[src/hdl/msl_pkg.sv]
// ----------------------------------------------------------------------------
// msl_pkg
// shared constants, codes and types for the save list table
// ----------------------------------------------------------------------------
package msl_pkg;

   localparam int MAX_ENTRIES = 256;
   localparam int IDX_W       = $clog2(MAX_ENTRIES);
   localparam int CNT_W       = $clog2(MAX_ENTRIES + 1);
   localparam int OP_W        = 2;
   localparam int KEY_W       = 32;
   localparam int DATA_W      = 64;
   localparam int STAT_W      = 2;

   // operation codes
   localparam logic [OP_W-1:0] OP_READ  = 2'd0;
   localparam logic [OP_W-1:0] OP_WRITE = 2'd1;
   localparam logic [OP_W-1:0] OP_ADD   = 2'd2;

   // status codes
   localparam logic [STAT_W-1:0] ST_OK      = 2'd0;
   localparam logic [STAT_W-1:0] ST_MISSING = 2'd1;
   localparam logic [STAT_W-1:0] ST_FULL    = 2'd2;

   typedef enum logic [1:0] {
      S_IDLE,
      S_SCAN,
      S_EXEC,
      S_FINISH
   } fsm_state_type;

   // controller to datapath
   typedef struct packed {
      logic start;   // capture request, clear search
      logic scan;    // step the search
      logic exec;    // apply the operation
      logic load;    // move result into the response register
   } ctl_cmd_type;

   // datapath to controller
   typedef struct packed {
      logic found;      // compare stage hit
      logic exhausted;  // all filled entries searched
      logic rsp_free;   // response register can take a beat
   } dp_stat_type;

endpackage

[src/hdl/msl_ctrl.sv]
// ----------------------------------------------------------------------------
// msl_ctrl
// request sequencer: accept, search, execute, respond
// ----------------------------------------------------------------------------
module msl_ctrl import msl_pkg::*; (
   input  logic        clock,
   input  logic        reset,
   input  logic        req_valid,
   output logic        req_stall,
   input  dp_stat_type stat,
   output ctl_cmd_type cmd
);

   fsm_state_type state_ff;
   fsm_state_type state_in;

   always_ff @(posedge clock) begin
      if (reset) begin
         state_ff <= S_IDLE;
      end else begin
         state_ff <= state_in;
      end
   end

   // next state
   always_comb begin
      state_in = state_ff;
      case (state_ff)
         S_IDLE: begin
            if (req_valid) state_in = S_SCAN;
         end
         S_SCAN: begin
            if (stat.found || stat.exhausted) state_in = S_EXEC;
         end
         S_EXEC: begin
            state_in = S_FINISH;
         end
         S_FINISH: begin
            if (stat.rsp_free) state_in = S_IDLE;
         end
         default: begin
            state_in = S_IDLE;
         end
      endcase
   end

   // outputs
   always_comb begin
      cmd       = '0;
      req_stall = 1'b1;
      case (state_ff)
         S_IDLE: begin
            req_stall = 1'b0;
            cmd.start = req_valid;
         end
         S_SCAN: begin
            cmd.scan = 1'b1;
         end
         S_EXEC: begin
            cmd.exec = 1'b1;
         end
         S_FINISH: begin
            cmd.load = stat.rsp_free;
         end
         default: begin
            req_stall = 1'b1;
         end
      endcase
   end

endmodule

[config.mk]
export PLATFORM = sky130hd
export DESIGN_NAME = msl_ctrl
export DESIGN_NICKNAME = d
export VERILOG_FILES = /design/src/hdl/msl_pkg.sv /design/src/hdl/msl_ctrl.sv
export SDC_FILE = /design/constraint.sdc
export NUM_CORES = 1
export LEC_CHECK = 0
export ABC_AREA = 1
export BUFFER_PORTS_ARGS = -buffer_cell sky130_fd_sc_hd__buf_2
export CORE_AREA = 2 2 39 41
export DETAILED_ROUTE_END_ITERATION = 6
export DIE_AREA = 0 0 41 43
export MAX_ROUTING_LAYER = met4
export PLACE_DENSITY_LB_ADDON = 0.3
export SLEW_MARGIN = 20
export SYNTH_ARGS = -nofsm -noshare
export SYNTH_HDL_FRONTEND = slang
export SYNTH_SLANG_ARGS = --single-unit
export TNS_END_PERCENT = 50
[constraint.sdc]
create_clock -name clock -period 1.6 [get_ports clock]
set_input_delay 0.24 -clock clock [delete_from_list [all_inputs] [get_ports clock]]
set_output_delay 0.24 -clock clock [all_outputs]
set_load 0.02 [all_outputs]
---- Yosys cells after proc, flatten, opt, wreduce, memory -nomap -nowiden ----
Index checks and enable logic that the tools add are counted.
operators by class
  bitwise gates (word level) .............. 0
  equality and inequality tests ........... 6
  shift-type cells ........................ 0
  divide/modulo/power cells ............... 0
  reductions and logical operators ........ 3
  add/subtract/negate cells ............... 0
  muxes and demuxes ....................... 9
  multiply operators ...................... 0
  $lt $le $gt $ge ......................... 0
operators by type and width
  cell                count
  $pmux 2 s4          1
  $mux 2              3
  $ne 2x2->1 const B  3
  $mux 1              5
  $eq 2x2->1 const B  2
  $reduce_and 3->1    1
  $eq 2x1->1 const B  1
  $logic_not 2->1     1
  $logic_or 1x1->1    1
word-level totals
  RAM bits ................................ 0
  logic and storage cells ................. 19
  bits in read-only memories .............. 0
  output and inout bits ................... 5
  memories ................................ 0
  input port bits ......................... 6
  latch bits .............................. 0
  bits in registers ....................... 2

---- Depth between registers and ports, before layout ----
Gate-level depths: netlist of the first run.
  word-level depth ........................ 3
  depth in mapped cells ................... 7
  mapped depth without buffers ............ 7

---- Worst setup path before layout of the first run ----
No wires, ideal clock.
  kind .................................... register to register
  start ................................... register state_ff[1]
  end ..................................... register state_ff[0]
  required time ........................... 1.536 ns
  path buffers ............................ 0
  library setup time ...................... 0.064 ns
  slack ................................... 0.477 ns
  arrival ................................. 1.059 ns
  cell stages (with the launch flop) ...... 8
  clock period less this slack ............ 1.123 ns
  cell sequence ........................... dfxtp_1 > inv_1 > ha_1 > nand2_1 > inv_1 > nor2_2 > nor2_1 > nor2_1
on the way
  cells in the longest elaborated chain, start to end .. 3
  elaborated cells on any way between the ends .. 9
  classes of those cells .................. eq/ne (6); mux (1); reduce/logical (2)
RTL lines
  element                                   line            source
  from (decl)                               msl_ctrl.sv:14  fsm_state_type state_ff;
  from (signal assigned)                    msl_ctrl.sv:21  state_ff <= state_in;
  $eq 2x1->1, or another cell as far along  msl_ctrl.sv:28  case (state_ff)
  $ne 2x2->1 (no source line)               -
  $reduce_and 3->1 (no source line)         -
Several ways; a longest one is shown, not always the timed one.
A chain may end at the register's enable or synchronous reset.

==> results list, run 1 <==
- Run status: finished, final reports clean
- Data on the critical path is required at its endpoint by 1.36 ns.
* Remaining DRCs: 0
- Global placement routability congestion: 0.694
- For this design, the sink count on the clock tree is 2.
- Prior to clock tree synthesis, the placed netlist has a worst setup slack of about 0.40 ns.
* Core Footprint: ~1400 µm²
- Routed length per instance: 6.94 µm
- The number of hold violations in the final report came to 0.
- The post-route netlist has between 30% and 40% of its cells at a drive strength greater than 1.
* Synthesized-area fraction occupied by adder cells: 28.6%
- Main combinational cell family by area after synthesis: simple AND/OR/NAND/NOR gates
* Clock buffer count from CTS: 3
- For this run, the top clock speed supported by timing is 716 MHz.
* Hold_buf cts: 0
- Post-cts sizing count: 0
- Maximum buffer depth of the clock tree: 2
* Number of max-capacitance violations reported: 0
- The initial utilization of the core area, before any placement, comes to 15.8%.
- Top cells by area in the synthesized netlist: sky130_fd_sc_hd__ha_1, sky130_fd_sc_hd__dfxtp_1, sky130_fd_sc_hd__inv_1
* Max reg flops: 2
- Clock transition at the registers of the reported paths: 0.03 ns
- Area share of the largest cell type after synthesis: 28.6%
- Synthesized netlist cell count: 34
- CTS built an H-tree with a depth of 1.
- Instance area at placement: a little under 300 µm²
- Slack of the worst reg-to-reg path: 0.41 ns
- Total Nets Final: 60
* Routed Wire Length: 437 µm
- Proportion of synthesized area in mux cells: 0%
* Worst-Margin Slew: 0.142 ns
- Row generation in the floorplan step produced 14 rows.
- Element type at the critical path start: flip-flop
- The startpoint identified for the worst register-to-register timing path is state_ff[0]$_SDFFE_PP0P_.
* CTS tree: done
- Part of the cycle the worst path needs: 87.3%
- In this run the tool buffered the top-level ports with 10 buffer cells.
* Clock Skews: 0.000434 ns
* FF-to-FF End: state_ff[0]$_SDFFE_PP0P_
- Final-layout worst hold slack: 0.274 ns
- The number of antenna violations at the first check in global routing was 0.
- After synthesis the cells add up to 219 µm².
* Combined global-route utilization of all metal layers: roughly 5.7%
- Critical path start-end classification: reg -> out
- In this run the number of cells on the critical path is 5.
- Measured in cells, the most critical reg-to-reg path has a length of 7.
- The number of nets handed over by synthesis was 45.
- Post-layout worst setup margin: 0.203 ns
- Cell repeated most along the worst path: sky130_fd_sc_hd__inv_1
- Number of post-CTS setup repair buffers: 0
- Count of antenna-violating nets left after detailed routing: 0
- Placed wire-length estimate after detailed placement: approximately 370 µm
- The detailed router finished its first iteration with 0 violations.
* Largest fanout of any net on the critical path: 4
- After synthesis the netlist holds a flip-flop and latch count of 2.
- In this run the worst setup path begins at state_ff[0]$_SDFFE_PP0P_.
- Max-slew violation count: 0
- Of the total synthesized cell area, the portion taken by XOR and XNOR cells is 0%.
- Leading cell types in the layout, fill and taps excluded: sky130_fd_sc_hd__inv_1, sky130_fd_sc_hd__buf_2, sky130_fd_sc_hd__nor2_1
- CP max stage cell: sky130_fd_sc_hd__dfxtp_1
* Post-layout instance area: 312 µm²
- Total I/O pin count: 11
- The tightest min-delay check is of the in -> reg type.
- Clock latency at the later pin of the worst-skew pair: 0.22 ns
- Of the total synthesized cell area, the portion taken by AND, OR, NAND and NOR gates is 36.0%.
- Clk Tree Root Cell: sky130_fd_sc_hd__clkbuf_4
- Worst max-slew margin expressed relative to the limit: 90.5%
- Post-synthesis compound-gate area fraction: 0%
* Die outline height: 43 µm
- The largest registers in the layout are state_ff: 2 flops.
* Via count of the first global-routing pass: 183
* Buffer and inverter count on the worst path: 3
- Worst Setup End Kind: output pin
- Each instance of the synthesized netlist takes up on average 6.44 µm².
- Sequential-to-total area share from yosys stat: a little under a fifth
- Largest delay contributor family on the critical path: flip-flops
* Ratio of total power to cell area: 1610 nW/µm²
- VDD sags by at most approximately 0.39 mV.
* Critical Path Sink: cmd[3]
- Area overhead of the layout relative to synthesis: 42.3%
- Ranked by flip-flop count, first place goes to state_ff.
* Diodes inserted: 0
* Full die area: 1760 µm²
* Horiz. Die Dim: 41 µm
* GRT overflow: 0
- After detailed routing, the number of vias per cell comes to 3.51.
- At the worst endpoint, the arrival time is 1.16 ns.
* Pin count of the biggest net entering global routing: 5
* CP Cell Sequence: inv_1 -> ha_1 -> nand2_1 -> inv_1 -> buf_2
- First-pass detailed-route iteration total: 1
- Setup repair after global routing missed its margin: false
- Total leakage power: about 0.21 nW
* Final critical delay including setup and external delays: 1.40 ns
* Final-report setup violation count: 0
- Cell variety after synth: 8
* Number of warnings printed during yosys synthesis: 0
- Wire length of the first global-routing pass: between 600 and 700 µm
* Overall via count from detail_route: 221
* Setup total negative slack: 0 ns
* Cell accounting for the most synthesized area: sky130_fd_sc_hd__ha_1
- On the worst path, the slowest cell contributes a delay of 0.36 ns.
-- routing by layer --
metal | GRT usage, % | wire, µm
met5 | - | 0
met4 | 8.00 | 6
met3 | 1.57 | 47
met2 | 7.81 | 190
met1 | 5.10 | 193
-- per-stage QoR --
| step | util (%) | std cells | total power [mW] |
|---|---|---|---|
| 2_1_floorplan | - | 34 | 0.326 |
| 3_3_place_gp | 20.9 | 60 | 0.399 |
| 3_5_place_dp | 20.9 | 60 | 0.401 |
| 4_1_cts | 22.5 | 63 | 0.521 |
| 5_1_grt | 22.5 | 63 | 0.569 |
| 6_report | 22.5 | 63 | 0.502 |
-- report_power, final --
part / total, mW / switching, mW / internal (mW)
Combinational: 0.300 / 0.186 / 0.114
Sequential: 0.0922 / 0.0210 / 0.0712
Clock: 0.110 / 0.0271 / 0.0826
Total: 0.502 / 0.234 / 0.268
-- worst register-to-register path: stages, from the launching register on --
cell                      delay (ns)
sky130_fd_sc_hd__dfxtp_1        0.36
sky130_fd_sc_hd__inv_1          0.09
sky130_fd_sc_hd__ha_1           0.24
sky130_fd_sc_hd__nand2_2        0.10
sky130_fd_sc_hd__nand2_2        0.05
sky130_fd_sc_hd__nor2_2         0.13
sky130_fd_sc_hd__nor2_1         0.05
sky130_fd_sc_hd__nor2_1         0.09
-- Yosys cell counts --
cell type	instances
sky130_fd_sc_hd__nor2_1	6
sky130_fd_sc_hd__ha_1	5
sky130_fd_sc_hd__nand2_2	3
sky130_fd_sc_hd__inv_1	10
sky130_fd_sc_hd__nand4_1	2
sky130_fd_sc_hd__nor2_2	1
sky130_fd_sc_hd__nand2_1	5
sky130_fd_sc_hd__dfxtp_1	2
-- cell families after synthesis --
kind of cell | after synthesis
AND/OR/NAND/NOR | 17
buffers and inverters | 10
adder cells (fa/ha/maj) | 5
flip-flops | 2
-- worst min path at each step --
| stage | cells after the start | startpoint | slack (ns) | end |
|---|---|---|---|---|
| 6_report | 4 | reset | 0.27 | state_ff[1]$_SDFFE_PP0P_ |
| 3_3_place_gp | 4 | reset | 0.50 | state_ff[1]$_SDFFE_PP0P_ |
| 4_1_cts | 4 | reset | 0.27 | state_ff[1]$_SDFFE_PP0P_ |
| 2_1_floorplan | 3 | reset | 0.40 | state_ff[1]$_SDFFE_PP0P_ |
| 5_1_grt | 4 | reset | 0.30 | state_ff[0]$_SDFFE_PP0P_ |
| 3_5_place_dp | 4 | reset | 0.51 | state_ff[1]$_SDFFE_PP0P_ |
-- area by class of cell --
class                      count  area, µm²
clock buffer                   3       22.5
fill                         169       1070
inverter                      10       37.5
multi-input combinational     22        141
sequential                     2       40.0
tap                           16       20.0
timing repair buffer          10       50.0
(Power assumes the default switching activity.)
==> run 2, diff against run 1 <==
--- a/config.mk
+++ b/config.mk
@@ -6,5 +6,4 @@
 export NUM_CORES = 1
 export LEC_CHECK = 0
-export ABC_AREA = 1
 export BUFFER_PORTS_ARGS = -buffer_cell sky130_fd_sc_hd__buf_2
 export CORE_AREA = 2 2 39 41
==> constraint.sdc (replaced) <==
create_clock -name clock -period 1.6 [get_ports clock]
set_input_delay 0.4 -clock clock [delete_from_list [all_inputs] [get_ports clock]]
set_output_delay 0.4 -clock clock [all_outputs]
set_load 0.02 [all_outputs]
==> run 2 against run 1 <==
Effect of this change: synthesized cell count down 32%; cell area down 3.2%; critical path depth down 1; hold slack better by 0.12 ns; worst setup slack worse by 0.12 ns; maximum frequency down 7.7%; sequential cell count unchanged; largest power group unchanged.
==> results list, run 2 <==
- Maximum buffer depth of the clock tree: 2 (unchanged)
- CTS tree: done
- The final weighted congestion in routability-driven placement was 0.680 (-2.0%).
- Clk Tree Root Cell: sky130_fd_sc_hd__clkbuf_4
- The number of DRC violations after detailed routing is 0 (unchanged).
- The number of instances in the synthesized netlist was 23 (-32%).
- Fraction of layout instances using a drive strength above 1: 43.2% (+7.1 points)
- Slack of the worst reg-to-reg path: 0.17 ns (-0.24 ns)
- Full die area: 1760 µm² (unchanged)
- Post-layout worst setup margin: 0.0858 ns (-0.117 ns)
* First-pass detailed-route iteration total: 1 (unchanged)
- Setup repair after global routing left no endpoint under its margin.
* Area of the multi-input gates: 143 µm² (+0.88%)
* Clock transition at the registers of the reported paths: 0.03 ns (about the same)
- The fraction of the cycle the final worst path needs came to 94.6% (+7.3 points).
- The number of library cell types mapped by synthesis was 12 (+4).
- The sequential share of the synthesized area was 20.5% (+2.2 points).
* FF-to-FF End: state_ff[0]$_SDFFE_PP0P_
- The critical path in this run is classified as reg -> out.
* Routed Wire Length: 389 µm (-11%)
* Max-slew violation count: 0 (unchanged)
* Synthesized flop and latch total: 2 (unchanged)
- Storage element area: 41.3 µm² (+3.1%)
* Number of cells in the design after placement: 50 (-17%)
- Vias/cell: 3.60 (+2.7%)
- The count of input and output buffers came to 10 (unchanged).
- The routed via count is 191 (-14%).
- The worst setup path is captured at an output pin.
- Total I/O pin count: 11 (unchanged)
* Pre-CTS WS: 0.104 ns (-0.294 ns)
- Cell accounting for the most synthesized area: sky130_fd_sc_hd__ha_1
* Worst max-slew margin expressed relative to the limit: 78.3% (-12 points)
- In the layout the commonest cells are sky130_fd_sc_hd__buf_2, sky130_fd_sc_hd__inv_1, sky130_fd_sc_hd__ha_1.
- Clock latency at the later pin of the worst-skew pair: 0.23 ns (about the same)
- Worst reg2reg startpoint: state_ff[0]$_SDFFE_PP0P_
- The depth of the CTS H-tree came to 1 (unchanged).
* Via count of the first global-routing pass: 181 (-1.1%)
- The final design utilization was 21.8% (-0.72 points).
- The area growth from synthesis to layout is 54.5%.
- Largest register by flop count: state_ff
- The die boundary height came to 43 µm (unchanged).
* Number of warnings printed during yosys synthesis: 0 (unchanged)
* Number of violations reported at the end of detailed-routing iteration 0: 0 (unchanged)
- The maximum clock rate is 660 MHz (-7.7%).
* Cell Area, Synth: 195 µm² (-11%)
- Primary FF master, synth: sky130_fd_sc_hd__dfxtp_1
- The final hold slack is 0.393 ns (+0.119 ns).
- The total grt overflow was 0 (unchanged).
- The number of setup violations in the final report is 0 (unchanged).
- The width of the die was 41 µm (unchanged).
* Worst-Margin Slew: 0.322 ns (+0.180 ns)
* Number of failing hold endpoints at the final stage: 0 (unchanged)
* Largest stage delay on the critical path: 0.30 ns (-0.06 ns)
- Most frequent cells after synthesis: sky130_fd_sc_hd__ha_1, sky130_fd_sc_hd__inv_1
* Worst reg2reg path depth: 5 (-2)
- The count of flip-flops with a built-in enable after synthesis is 0 (unchanged).
- Number of rows in the core area: 14 (unchanged)
- The power density over the cells came to 1750 nW/µm² (+8.7%).
- Total leakage power: 0.163 nW (-22%)
* Number of sinks handled by clock tree synthesis: 2 (unchanged)
* Clock buffer count from CTS: 3 (unchanged)
- The post-synth net total came to 34 (-24%).
- Number of antenna violations at the first check in global routing: 0 (unchanged)
* Leading cell type in the layout, fill and taps excluded: sky130_fd_sc_hd__buf_2
- Top cells by area in the synthesized netlist: sky130_fd_sc_hd__ha_1, sky130_fd_sc_hd__dfxtp_1, sky130_fd_sc_hd__inv_1
* Max VDD drop: 0.548 mV (+41%)
- The non-filler instance count after layout is 53 (-16%).
- The most common cell in the synthesized netlist is sky130_fd_sc_hd__ha_1.
- The cell depth of the worst hold path is 2 (-2).
* Mean instance size in the synthesized netlist: 8.49 µm² (+32%)
* Min-delay src: reset
* Diodes inserted: 0 (unchanged)
* CP max stage cell: sky130_fd_sc_hd__dfxtp_1
- Top flop regs: state_ff: 2 flops
- Clock Skews: 0.00487 ns (+0.00443 ns)
* Area share of the largest cell type after synthesis: 32.1% (+3.5 points)
* Combined global-route utilization of all metal layers: 6.56% (+0.82 points)
- The worst setup path is launched from a flip-flop.
- The path class of the tightest hold or removal check is in -> reg.
- Run status: finished, final reports clean
* Pin count of the biggest net entering global routing: 5 (unchanged)
- Setup total negative slack: 0 ns (unchanged)
- Max reg flops: 2 (unchanged)
- The final critical path time including I/O delays and setup is 1.51 ns (+0.117 ns).
- Endpoint of the worst hold path: state_ff[0]$_SDFFE_PP0P_
* Number of max-capacitance violations reported: 0 (unchanged)
* Starting Density: 14.1% (-1.7 points)
- The layout net count came to 50 (-17%).
* Largest fanout of any net on the critical path: 3 (-1)
- CP Cell Sequence: buf_4 -> ha_1 -> and2_1 -> buf_2
* Routed length per instance: 7.34 µm (+5.8%)
- Core Footprint: 1380 µm² (unchanged)
- Fill cell instance count of the final layout: 154 (-8.9%)
- The share of flip-flops with an asynchronous set or reset after synthesis was 0% (unchanged).
* Critical Path AT: 1.11 ns (-0.05 ns)
- Count of antenna-violating nets left after detailed routing: 0 (unchanged)
- The required time reported for the critical path endpoint was 1.20 ns (-0.16 ns).
* Wire length of the first global-routing pass: 662 µm (+9.1%)
-- run 2: area by class of cell --
cell class	count	share of cell area [%]
Multi-Input combinational cell	17	47.3
Inverter	4	4.98
Timing Repair Buffer	11	19.9
Clock buffer	3	7.47
Tap cell	16	6.64
Sequential cell	2	13.7
-- run 2: per-layer routing --
layer | vias to the layer above | wire [µm] | track usage [%]
met5 | - | 0 | -
met4 | 0 | 0 | 4.00
met3 | 0 | 58 | 7.85
met2 | 10 | 139 | 6.88
met1 | 78 | 190 | 6.69
li1 | 103 | - | -
-- run 2: cells by family after synthesis --
| group | share of synthesized area (%) |
|---|---|
| AO/OA/AOI/OAI | 7.70 |
| adder cells (fa/ha/maj) | 32.1 |
| buffers and inverters | 7.69 |
| flip-flops | 20.5 |
| multiplexers | 5.13 |
| AND/OR/NAND/NOR | 26.9 |
-- run 2: metrics by stage --
stage,total power [mW],cell area [µm²]
6_report,0.528,302
5_1_grt,0.597,302
4_1_cts,0.531,295
3_5_place_dp,0.413,273
3_3_place_gp,0.409,273
2_1_floorplan,0.313,195
-- run 2: repair_timing --
| item | in CTS | in global routing |
|---|---|---|
| endpoints found under the setup margin | 0 | 1 |
| setup buffers | 0 | 0 |
| hold buffers | 0 | 0 |
| gates resized for setup | 0 | 3 |
-- run 2: where the power goes --
part           internal [mW]  total (mW)  switching (mW)
Clock                 0.0829       0.114          0.0315
Sequential            0.0758      0.0898          0.0140
Combinational          0.142       0.324           0.182
Total                  0.301       0.528           0.227
-- run 2: worst max-delay path by stage --
stage                        startpoint                  endpoint  slack, ns  cells past startpoint
5_1_grt        state_ff[0]$_SDFFE_PP0P_                    cmd[3]       0.02                      4
3_3_place_gp   state_ff[0]$_SDFFE_PP0P_  state_ff[0]$_SDFFE_PP0P_       0.12                      5
4_1_cts        state_ff[0]$_SDFFE_PP0P_                    cmd[3]       0.01                      4
2_1_floorplan  state_ff[1]$_SDFFE_PP0P_  state_ff[0]$_SDFFE_PP0P_       0.15                      5
3_5_place_dp   state_ff[0]$_SDFFE_PP0P_  state_ff[0]$_SDFFE_PP0P_       0.10                      5
6_report       state_ff[1]$_SDFFE_PP0P_                    cmd[0]       0.09                      4
-- run 2: critical path: cells and delay by family (launching register included) --
family,cells,cell delay (ns)
flip-flops,1,0.30
buffers and inverters,2,0.29
AND/OR/NAND/NOR,1,0.13
adder cells (fa/ha/maj),1,0.17
